==> config.mk <==
export PLATFORM = sky130hd
export DESIGN_NAME = handshake_retry_client_fsm
export DESIGN_NICKNAME = d
export VERILOG_FILES = /design/src/hdl/hrc_pkg.sv /design/src/hdl/hrc_step.sv /design/src/hdl/handshake_retry_client_fsm.sv
export SDC_FILE = /design/constraint.sdc
export NUM_CORES = 2
export LEC_CHECK = 0
export BUFFER_PORTS_ARGS = -buffer_cell sky130_fd_sc_hd__buf_2
export CAP_MARGIN = 20
export CORE_UTILIZATION = 59
export CTS_CLUSTER_SIZE = 25
export DETAILED_ROUTE_END_ITERATION = 8
export HOLD_SLACK_MARGIN = 0.08
export PLACE_DENSITY = 0.89
export SETUP_SLACK_MARGIN = 0.15
export SYNTH_ARGS = -nofsm -noshare
export SYNTH_HDL_FRONTEND = slang
export SYNTH_SLANG_ARGS = --single-unit
==> constraint.sdc <==
create_clock -name clk -period 12.5 [get_ports clk]
set_clock_uncertainty 0.15 [all_clocks]
set_input_delay 2.5 -clock clk [delete_from_list [all_inputs] [get_ports clk]]
set_output_delay 2.5 -clock clk [all_outputs]
set_load 0.03 [all_outputs]
==> src/hdl/hrc_pkg.sv <==
// ----------------------------------------------------------------------------
// hrc_pkg
// Shared types and constants for the client handshake sequencer.
// ----------------------------------------------------------------------------
package hrc_pkg;

  localparam int unsigned TimeW  = 32;
  localparam int unsigned TtlW   = 31;
  localparam int unsigned FailW  = 8;
  localparam int unsigned CfgIdxW = 2;

  localparam logic [TimeW-1:0] BackoffBaseRst = 32'd500;
  localparam logic [TimeW-1:0] BackoffCapRst  = 32'd8000;
  localparam logic [TtlW-1:0]  WantTtlRst     = 31'd10000;
  localparam logic [TtlW-1:0]  StepTimeoutRst = 31'd8000;
  localparam logic [FailW-1:0] FailMax        = 8'd255;
  localparam logic [TimeW-1:0] WakeNone       = 32'hFFFF_FFFF;

  typedef enum logic [2:0] {
    ST_IDLE      = 3'd0,
    ST_RESOLVING = 3'd1,
    ST_SIGMA1    = 3'd2,
    ST_SIGMA3    = 3'd3,
    ST_READY     = 3'd4,
    ST_BACKOFF   = 3'd5
  } link_state_t;

  typedef enum logic [1:0] {
    ACT_NONE    = 2'd0,
    ACT_RESOLVE = 2'd1,
    ACT_SIGMA1  = 2'd2,
    ACT_INVOKE  = 2'd3
  } action_t;

  typedef enum logic [3:0] {
    OP_POLL         = 4'd0,
    OP_WANT         = 4'd1,
    OP_RESOLVED     = 4'd2,
    OP_SENT         = 4'd3,
    OP_SIGMA2       = 4'd4,
    OP_ESTABLISHED  = 4'd5,
    OP_INVOKED      = 4'd6,
    OP_FAILED       = 4'd7,
    OP_SESSION_LOST = 4'd8,
    OP_OBSERVE      = 4'd9
  } opcode_t;

  typedef enum logic [CfgIdxW-1:0] {
    CFG_BACKOFF_BASE = 2'd0,
    CFG_BACKOFF_CAP  = 2'd1,
    CFG_WANT_TTL     = 2'd2,
    CFG_STEP_TIMEOUT = 2'd3
  } cfg_index_t;

  typedef struct packed {
    logic [3:0]       opcode;
    logic [TimeW-1:0] now_time;
    logic             success;
  } in_item_t;

  typedef struct packed {
    logic [1:0]       action;
    logic             want_live;
    logic [TimeW-1:0] next_wake_ms;
    logic [2:0]       link_state;
  } out_item_t;

  typedef struct packed {
    logic [TimeW-1:0] backoff_base_ms;
    logic [TimeW-1:0] backoff_cap_ms;
    logic [TtlW-1:0]  want_ttl_ms;
    logic [TtlW-1:0]  step_timeout_ms;
  } hrc_cfg_t;

  typedef struct packed {
    link_state_t      fsm_state;
    logic             want_pending;
    logic [TimeW-1:0] want_time;
    logic             peer_known;
    logic [TimeW-1:0] step_deadline;
    logic [TimeW-1:0] retry_time;
    logic [FailW-1:0] fail_count;
  } hrc_state_t;

endpackage

==> src/hdl/hrc_step.sv <==
// ----------------------------------------------------------------------------
// hrc_step
// Combinational step: next sequencer state and result beat for one event.
// ----------------------------------------------------------------------------
module hrc_step import hrc_pkg::*; (
  input  hrc_cfg_t   cfg,
  input  hrc_state_t cur,
  input  in_item_t   item,
  output hrc_state_t nxt,
  output out_item_t  res
);

  // Wrap-safe: reached when the sign bit of (now - when) is clear.
  function automatic logic time_reached(input logic [TimeW-1:0] now,
                                        input logic [TimeW-1:0] when);
    logic [TimeW-1:0] diff;
    diff = now - when;
    return ~diff[TimeW-1];
  endfunction

  function automatic logic [TimeW-1:0] time_until(input logic [TimeW-1:0] now,
                                                  input logic [TimeW-1:0] when);
    return time_reached(now, when) ? '0 : (when - now);
  endfunction

  logic [TimeW-1:0] now;
  logic [TimeW-1:0] ttl_ext;
  logic [TimeW-1:0] tmo_ext;
  logic [TimeW-1:0] want_end;
  logic [TimeW-1:0] want_end_nxt;
  logic [TimeW-1:0] left_ms;
  logic [TimeW-1:0] lookup_span;
  logic             live_now;
  logic [FailW-1:0] fail_inc;
  logic [FailW-1:0] shift_k;
  logic [2*TimeW-1:0] shifted;
  logic             shift_over;
  logic [TimeW-1:0] delay_ms;
  logic             do_fail;
  logic             do_idle;
  action_t          act;

  assign now      = item.now_time;
  assign ttl_ext  = {1'b0, cfg.want_ttl_ms};
  assign tmo_ext  = {1'b0, cfg.step_timeout_ms};
  assign want_end = cur.want_time + ttl_ext;
  assign live_now = cur.want_pending && !time_reached(now, want_end);
  assign left_ms  = time_until(now, want_end);
  assign lookup_span = (left_ms < tmo_ext) ? left_ms : tmo_ext;

  // Retry delay: base doubled (count - 1) times, clamped to the cap.
  assign fail_inc = (cur.fail_count < FailMax) ? cur.fail_count + 1'b1 : cur.fail_count;
  assign shift_k  = fail_inc - 1'b1;
  assign shifted  = {{TimeW{1'b0}}, cfg.backoff_base_ms} << shift_k[4:0];
  assign shift_over = (|shift_k[FailW-1:5]) || (|shifted[2*TimeW-1:TimeW]) ||
                      (shifted[TimeW-1:0] > cfg.backoff_cap_ms);
  assign delay_ms = (cfg.backoff_base_ms == '0) ? '0 :
                    shift_over ? cfg.backoff_cap_ms : shifted[TimeW-1:0];

  always_comb begin
    nxt     = cur;
    act     = ACT_NONE;
    do_fail = 1'b0;
    do_idle = 1'b0;
    case (opcode_t'(item.opcode))
      OP_POLL: begin
        if (cur.want_pending && !live_now) nxt.want_pending = 1'b0;
        case (cur.fsm_state)
          ST_IDLE: do_idle = 1'b1;
          ST_RESOLVING, ST_SIGMA1, ST_SIGMA3: begin
            if (time_reached(now, cur.step_deadline)) do_fail = 1'b1;
          end
          ST_READY: act = nxt.want_pending ? ACT_INVOKE : ACT_NONE;
          ST_BACKOFF: begin
            if (time_reached(now, cur.retry_time)) begin
              nxt.fsm_state = ST_IDLE;
              do_idle       = 1'b1;
            end
          end
          default: ;
        endcase
        if (do_idle && nxt.want_pending) begin
          if (cur.peer_known) begin
            act = ACT_SIGMA1;
          end else begin
            act               = ACT_RESOLVE;
            nxt.fsm_state     = ST_RESOLVING;
            nxt.step_deadline = now + lookup_span;
          end
        end
      end
      OP_WANT: begin
        nxt.want_pending = 1'b1;
        nxt.want_time    = now;
      end
      OP_RESOLVED: begin
        if (item.success) begin
          nxt.peer_known = 1'b1;
          nxt.fsm_state  = ST_IDLE;
        end else begin
          nxt.peer_known = 1'b0;
          do_fail        = 1'b1;
        end
      end
      OP_SENT: begin
        if (cur.fsm_state == ST_IDLE) nxt.fsm_state = ST_SIGMA1;
        else if (cur.fsm_state == ST_SIGMA1) nxt.fsm_state = ST_SIGMA3;
        nxt.step_deadline = now + tmo_ext;
      end
      OP_SIGMA2: begin
        if (cur.fsm_state == ST_SIGMA1) nxt.step_deadline = now + tmo_ext;
      end
      OP_ESTABLISHED: begin
        nxt.fsm_state  = ST_READY;
        nxt.fail_count = '0;
      end
      OP_INVOKED: begin
        nxt.want_pending = 1'b0;
        if (item.success) nxt.fail_count = '0;
      end
      OP_FAILED: do_fail = 1'b1;
      OP_SESSION_LOST: begin
        if (cur.fsm_state == ST_READY) nxt.fsm_state = ST_IDLE;
      end
      default: ;  // observe and unused codes: no change
    endcase
    if (do_fail) begin
      nxt.fail_count = fail_inc;
      nxt.fsm_state  = ST_BACKOFF;
      nxt.retry_time = now + delay_ms;
    end
  end

  assign want_end_nxt = nxt.want_time + ttl_ext;

  always_comb begin
    res.action     = act;
    res.want_live  = nxt.want_pending && !time_reached(now, want_end_nxt);
    res.link_state = nxt.fsm_state;
    case (nxt.fsm_state)
      ST_RESOLVING, ST_SIGMA1, ST_SIGMA3: res.next_wake_ms = time_until(now, nxt.step_deadline);
      ST_BACKOFF: res.next_wake_ms = nxt.want_pending ? time_until(now, nxt.retry_time) : WakeNone;
      ST_IDLE, ST_READY: res.next_wake_ms = nxt.want_pending ? '0 : WakeNone;
      default: res.next_wake_ms = WakeNone;
    endcase
  end

endmodule

==> src/hdl/handshake_retry_client_fsm.sv <==
// ----------------------------------------------------------------------------
// handshake_retry_client_fsm
// Client handshake sequencer: lookup, sigma1, sigma3, ready, retry backoff.
// ----------------------------------------------------------------------------
// Usage:
//   Input channel (in_valid/in_stall/in_data) takes one event beat: opcode,
//   millisecond timestamp and an ok flag. Each beat yields exactly one result
//   beat on out_valid/out_stall/out_data: poll action, want liveness, wait
//   to the next deadline (all-ones = none) and the state after the step.
//   A beat lands in the input register, then its result in the
//   output register. Throughput: one beat per cycle unless the
//   receiver stalls; the whole step is one pass of adds, compares
//   and a clamped shift in hrc_step, between the two registers.
//   When the receiver stalls, the result holds and the input register keeps
//   its beat; in_stall rises only once both registers are full.
//   Config (cfg_we/cfg_index/cfg_wdata) writes one register per edge. The user
//   must write it only with no beat in flight; the block does not enforce it.
//   Reset (rst_n low, synchronous) empties both registers, puts the
//   sequencer in idle with no want and no known peer, and loads default
//   config: base 500 ms, cap 8000 ms, want TTL 10000 ms, step 8000 ms.
// ----------------------------------------------------------------------------
module handshake_retry_client_fsm import hrc_pkg::*; (
  input  logic                 clk,
  input  logic                 rst_n,
  input  logic                 in_valid,
  output logic                 in_stall,
  input  in_item_t             in_data,
  output logic                 out_valid,
  input  logic                 out_stall,
  output out_item_t            out_data,
  input  logic                 cfg_we,
  input  logic [CfgIdxW-1:0]   cfg_index,
  input  logic [TimeW-1:0]     cfg_wdata
);

  // Config registers
  hrc_cfg_t   cfg_r;

  // Sequencer state
  hrc_state_t st_r;
  hrc_state_t st_nxt;

  // Input register (stage 1) and result register (stage 2)
  logic       s1_valid_r;
  in_item_t   s1_item_r;
  out_item_t  res_nxt;
  logic       out_valid_r;
  out_item_t  out_data_r;

  logic       s1_fire;   // stage 1 beat is processed and moves to output
  logic       in_fire;

  // Stage 1 moves on whenever the output register is empty or draining.
  assign s1_fire  = s1_valid_r && (!out_valid_r || !out_stall);
  assign in_stall = s1_valid_r && !s1_fire;
  assign in_fire  = in_valid && !in_stall;

  assign out_valid = out_valid_r;
  assign out_data  = out_data_r;

  always_ff @(posedge clk) begin
    if (!rst_n) begin
      cfg_r.backoff_base_ms <= BackoffBaseRst;
      cfg_r.backoff_cap_ms  <= BackoffCapRst;
      cfg_r.want_ttl_ms     <= WantTtlRst;
      cfg_r.step_timeout_ms <= StepTimeoutRst;
    end else if (cfg_we) begin
      case (cfg_index_t'(cfg_index))
        CFG_BACKOFF_BASE: cfg_r.backoff_base_ms <= cfg_wdata;
        CFG_BACKOFF_CAP:  cfg_r.backoff_cap_ms  <= cfg_wdata;
        CFG_WANT_TTL:     cfg_r.want_ttl_ms     <= cfg_wdata[TtlW-1:0];
        CFG_STEP_TIMEOUT: cfg_r.step_timeout_ms <= cfg_wdata[TtlW-1:0];
        default: ;
      endcase
    end
  end

  hrc_step u_step (
    .cfg  (cfg_r),
    .cur  (st_r),
    .item (s1_item_r),
    .nxt  (st_nxt),
    .res  (res_nxt)
  );

  // State only advances when a beat leaves stage 1.
  always_ff @(posedge clk) begin
    if (!rst_n) begin
      st_r.fsm_state     <= ST_IDLE;
      st_r.want_pending  <= 1'b0;
      st_r.want_time     <= '0;
      st_r.peer_known    <= 1'b0;
      st_r.step_deadline <= '0;
      st_r.retry_time    <= '0;
      st_r.fail_count    <= '0;
    end else if (s1_fire) begin
      st_r <= st_nxt;
    end
  end

  always_ff @(posedge clk) begin
    if (!rst_n) begin
      s1_valid_r  <= 1'b0;
      out_valid_r <= 1'b0;
    end else begin
      if (in_fire)      s1_valid_r <= 1'b1;
      else if (s1_fire) s1_valid_r <= 1'b0;
      if (s1_fire)         out_valid_r <= 1'b1;
      else if (!out_stall) out_valid_r <= 1'b0;
    end
  end

  // Payload registers, no reset
  always_ff @(posedge clk) begin
    if (in_fire) s1_item_r  <= in_data;
    if (s1_fire) out_data_r <= res_nxt;
  end

  // --------------------------------------------------------------------------
  // Assertions
  // --------------------------------------------------------------------------
  // Only poll may request an action.
  a_action_poll_only: assert property (@(posedge clk) disable iff (!rst_n)
    s1_fire && (s1_item_r.opcode != OP_POLL) |=> out_data_r.action == ACT_NONE)
    else $error("action on a non-poll event");

  // Failure count saturates instead of wrapping.
  a_fail_sat: assert property (@(posedge clk) disable iff (!rst_n)
    s1_fire && (st_r.fail_count == FailMax) && (s1_item_r.opcode == OP_FAILED)
    |=> st_r.fail_count == FailMax && st_r.fsm_state == ST_BACKOFF)
    else $error("fail count wrapped");

  // Established lands in ready with the failure count cleared.
  a_established: assert property (@(posedge clk) disable iff (!rst_n)
    s1_fire && (s1_item_r.opcode == OP_ESTABLISHED)
    |=> st_r.fsm_state == ST_READY && st_r.fail_count == '0 && out_valid_r)
    else $error("established did not reach ready");

  // Reported state always matches the sequencer state after the step.
  a_state_report: assert property (@(posedge clk) disable iff (!rst_n)
    s1_fire |=> out_data_r.link_state == st_r.fsm_state)
    else $error("reported link state mismatch");

endmodule
# == After elaboration in Yosys (flattened, before gate mapping) ==
# Index checks and enable logic that the tools add are counted.
# word_totals
register_bits,312
in_bits,76
output_inout_bits,40
# op_classes
n_reduce_logical,33
add_sub_neg,16
order_cmp,3
eq_ne,23
muxes,47
n_shift,1
# ops
operator,n
32-bit 2-to-1 mux,12
32-bit subtractor,9
32-bit one-hot mux with 3 select lines,2
32-bit by 31-bit adder with 32-bit output,3
32-bit adder,2
32-bit by 5-bit << shifter with 64-bit output,1
40-bit 2-to-1 mux,1
32-bit greater-than comparator,1
32-bit zero test,1
32-bit by 31-bit less-than comparator with 1-bit output,1
32-bit OR reduction,1
3-bit 2-to-1 mux,9
"4-bit by 3-bit == test with 1-bit output, second input constant",4
8-bit 2-to-1 mux,2
8-bit one-hot mux with 2 select lines,1
3-bit one-hot mux with 5 select lines,1
"3-bit by 2-bit == test with 1-bit output, second input constant",4
"3-bit == test, second input constant",4
1-bit 2-to-1 mux,12
2-bit AND reduction,5
3-bit OR reduction,3
"8-bit by 1-bit adder with 8-bit output, second input constant",1
"4-bit by 2-bit == test with 1-bit output, second input constant",2
"8-bit less-than comparator, second input constant",1
21 further kinds,40

# == Logic depth before layout (Yosys ltp) ==
# depth
ltp_word,15
ltp_mapped,72

# == Hierarchy ==
# From an unflattened synthesis, not the netlist that was laid out.
# unflattened
hier_cells,4326
hier_area_um2,35044.9
# by_module_without_submodules
mod,n_inst,cells_each,area_each_um2,seq_area_each_um2
hrc_step,1,3310,23637.7,0.0
handshake_retry_client_fsm,1,1016,11407.2,6996.7

# == Worst setup path before layout ==
# No wires, ideal clock.
# synth_path
path_kind,reg2reg
start,register cfg_r[31] (netlist bit)
end,register out_data_r (netlist bit out_data[16]) (data pin)
n_path_buf,5
arrival_time_ns,12.692
stages_incl_launch_ff,66
setup_slack_ns,-0.626
setup_ns,0.285
cell_sequence,dfxtp_1 -> ha_1 -> fa_1 -> a21o_1 -> a21oi_1 -> o21bai_1 -> a21o_1 -> a21oi_1 -> o21ai_0 -> a211oi_1 -> or4_1 -> o21ai_0 -> o41ai_1 -> o21bai_1 -> a21oi_1 -> xnor2_1 -> ha_1 -> a21o_1 -> [... 30 more ...] -> o21ai_0 -> nand2_1 -> o21a_1 -> ha_1 -> a21o_1 -> a21oi_1 -> nor2b_1 -> o21ai_0 -> nand2b_1 -> a21oi_1 -> o21ai_0 -> nor3_1 -> xnor2_1 -> or3_1 -> and3_1 -> clkbuf_1 -> clkbuf_1 -> o221ai_2
# synth_rtl
element,line,rtl
"start, declared",handshake_retry_client_fsm.sv:37,hrc_cfg_t cfg_r;
"end signal, assigned",handshake_retry_client_fsm.sv:116,if (s1_fire) out_data_r <= res_nxt;
"end, declared",handshake_retry_client_fsm.sv:48,out_item_t out_data_r;

==> results.py <==
metrics = {
    "status": {
        "outcome": "complete, but fails checks",
        "violations": "negative setup slack",
    },
    "routing": {
        "drt_pre_antenna_iters": 8,
        "ant_nets": 0,
        "drtIter0Drc": 4065,
        "wire_per_inst_um": 22.2,
        "vias": 35944,
        "route.detailed.drc": 0,
        "routed_wl_um": 122000,
        "vias_per_cell": 6.54,
    },
    "global_route": {
        "grt_pass1_wl_um": 180000,
        "grt_overflow": 0,
        "grt_pass1_vias": 33878,
        "grt_use_total_pct": 38.6,
        "grt_max_degree": 133,
        "antenna_found_initial": 2,
    },
    "clock_network": {
        "cts_root_buf": "clkbuf_16",
        "path_clk_slew_ns": 0.06,
        "cts_max_path_buffers": 3,
        "clk_latency_ns": 0.62,
        "cts_tree": "yes",
        "htree_levels": 2,
        "cts_inserted_buffers": 40,
        "hold_buffers": 0,
        "cts_sinks": 312,
    },
    "logic_synthesis": {
        "synth_compound_area_share_pct": 25.9,
        "yosys.area_share.simple_pct": 17.6,
        "synth_common_cells": "nand2_1 (598), ha_1 (469), inv_1 (352)",
        "ys_seq_area_share_pct": 20.6,
        "synthMuxAreaShare_pct": 5.07,
        "synth_flop_cell": "dfxtp_1",
        "synth.area.top_cells": "ha_1 (17%), dfxtp_1 (14%), edfxtp_1 (6.6%)",
        "synth_edf_count": 75,
        "syn_inst": 4293,
        "yosysMostFrequentCell": "nand2_1",
        "synth_fa_ha_area_share_pct": 19.4,
        "ys_warn_count": 0,
        "synth_top_area_share_pct": 17.2,
        "synth_xor_area_share_pct": 5.25,
        "synth_top_family_by_area": "compound AO/OA/AOI/OAI gates",
        "avgSynthCellArea_um2": 7.93,
        "synth_area_um2": 34000,
        "syn_nets": 4874,
        "synth.distinct_cells": 90,
        "synth-async-reset-ratio_pct": 0,
        "synth-seq-cells": 312,
        "yosys.area.top_type": "ha_1",
    },
    "finish": {
        "post_layout_nonfiller_instances": 5492,
        "drive_above_1_share_pct": 19.1,
        "area_delta_synth_final_pct": 19.4,
        "nets": 5288,
        "n_fill_cell": 3950,
    },
    "sta": {
        "fmaxAchievable_mhz": 79.0,
        "period_share_pct": 101,
        "whs_ns": 0.315,
        "setup_violations": 32,
        "hold_viol": 0,
        "rsz0062_at_grt": "true",
        "relSlewSlack_pct": 27.3,
        "fin_crit_ns": 12.66,
        "finalMaxSlewViolations": 0,
        "worst_slack_ns": -0.160,
        "tightestPinTransition_ns": 1.09,
    },
    "placed_design": {
        "hpwl_um": 87500,
        "place.gp.congestion": 0.999,
        "io_buffers": 115,
        "placedCellCount": 5366,
    },
    "die": {
        "floorplan.die.height_um": 242,
        "dieWidth_um": 242,
        "core_um2": 56700,
        "dieArea_um2": 58600,
        "io_pins": 116,
        "placementRows": 87,
        "initial_core_util_pct": 60.0,
    },
    "power_and_ir_drop": {
        "powerDensity_nw_per_um2": 110,
        "worst_ir_drop_vdd_uv": 100,
        "leakage_nw": 18.3,
        "finalPower_mw": 4.45,
    },
    "worst_setup_path": {
        "crit_slowest_cell": "a221o_1",
        "required_ns": 12.65,
        "critPathMaxFanout": 7,
        "end_kind": "register",
        "start_kind": "register",
        "worstPathArrival_ns": 12.81,
        "worst-setup-path-type": "register to register",
        "critPathMaxStageDelay_ns": 0.36,
        "timing.critical_path.mode_cell": "a21o_1",
    },
    "run": {
        "cap_violations": 0,
    },
    "min_path": {
        "hold_class": "register to register",
    },
}
[logic make-up (layout without fill, tap and decap cells)]
| family | after synthesis | after routing |
|---|---|---|
| buffers and inverters | 538 | 979 |
| adder cells (fa/ha/maj) | 505 | 505 |
| multiplexers | 143 | 143 |
| AO/OA/AOI/OAI | 1289 | 1289 |
| flip-flops | 312 | 312 |
| XOR/XNOR | 204 | 204 |
| other | 0 | 2 |
| AND/OR/NAND/NOR | 1302 | 1302 |
[worst max-delay path: cells and delay by family (launching register included)]
| family | cells | cell delay (ns) |
|---|---|---|
| buffers and inverters | 10 | 1.30 |
| AO/OA/AOI/OAI | 35 | 6.74 |
| flip-flops | 1 | 0.35 |
| adder cells (fa/ha/maj) | 7 | 1.95 |
| XOR/XNOR | 5 | 0.84 |
| AND/OR/NAND/NOR | 8 | 0.97 |
[where the power goes]
part           leakage (nW)  switching (mW)  internal, mW
Sequential             2.62          0.0373          1.08
Clock                 0.632           0.509         0.700
Combinational          15.0            1.24         0.893
[routing by layer]
metal	part of all wire (%)	GRT usage [%]	up-vias
met5	0.0074	0	-
met3	12	7.75	735
met1	36	46.7	16596
met2	44	62.8	2483
li1	-	-	16128
met4	8.1	24.6	2
[flip-flops by register name, indices dropped and copies added (netlist names)]
register / cells
s1_item_r: 37
st_r: 109
out_data: 38
s1_valid_r: 1
out_valid: 1
cfg_r: 126
[worst paths after layout]
path	from	endpoint	slack, ns	cells past startpoint
setup / recovery	st_r[73]	out_data[33]	-0.16	65
hold / removal	cfg_r[84]	cfg_r[84]	0.32	2
setup reg to reg	st_r[73]	out_data[33]	-0.16	65
hold reg to reg	cfg_r[84]	cfg_r[84]	0.32	2
[layout make-up]
cell class | instances | area, µm² | share of cell area, %
Multi-Input combinational cell | 3443 | 25900 | 63.8
Clock inverter | 18 | 248 | 0.610
Antenna cell | 2 | 5.00 | 0.0123
Sequential cell | 312 | 7000 | 17.2
Inverter | 354 | 1330 | 3.27
Clock buffer | 51 | 1080 | 2.66
Timing Repair Buffer | 556 | 4120 | 10.1
Tap cell | 756 | 946 | 2.33
[cell usage in the layout (no fill, tap or decap), types with 124 or more instances in the layout]
cell | Yosys | final
xnor2_1 | 126 | 124
nor2_1 | 238 | 224
o21ai_0 | 200 | 165
buf_4 | 5 | 418
a21boi_0 | 175 | 173
dfxtp_1 | 237 | 234
nand2_1 | 598 | 596
inv_1 | 352 | 349
a21oi_1 | 315 | 275
ha_1 | 469 | 454
a21o_1 | 149 | 149
[stage by stage]
step	TNS [ns]	setup WS [ns]	instance area [µm²]	util (%)
detailed placement	-29.26	-1.09	37900	66.8
global route	-16.23	-0.615	40600	71.7
CTS	0	0.136	39700	70.0
finish	-1.91	-0.160	40600	71.7
floorplan	0	0.157	34100	-
global placement	-13.91	-0.526	37900	66.8
[timing repair]
action / 4_1_cts / 5_1_grt
gates resized for setup: 94 / 135
setup endpoints to repair: 32 / 32
cloned: 1 / 3
buffers inserted: 21 / 28
pin swaps: 52 / 114
hold endpoints to repair: 0 / 0
No activity file was read; power rests on OpenSTA's default activity.
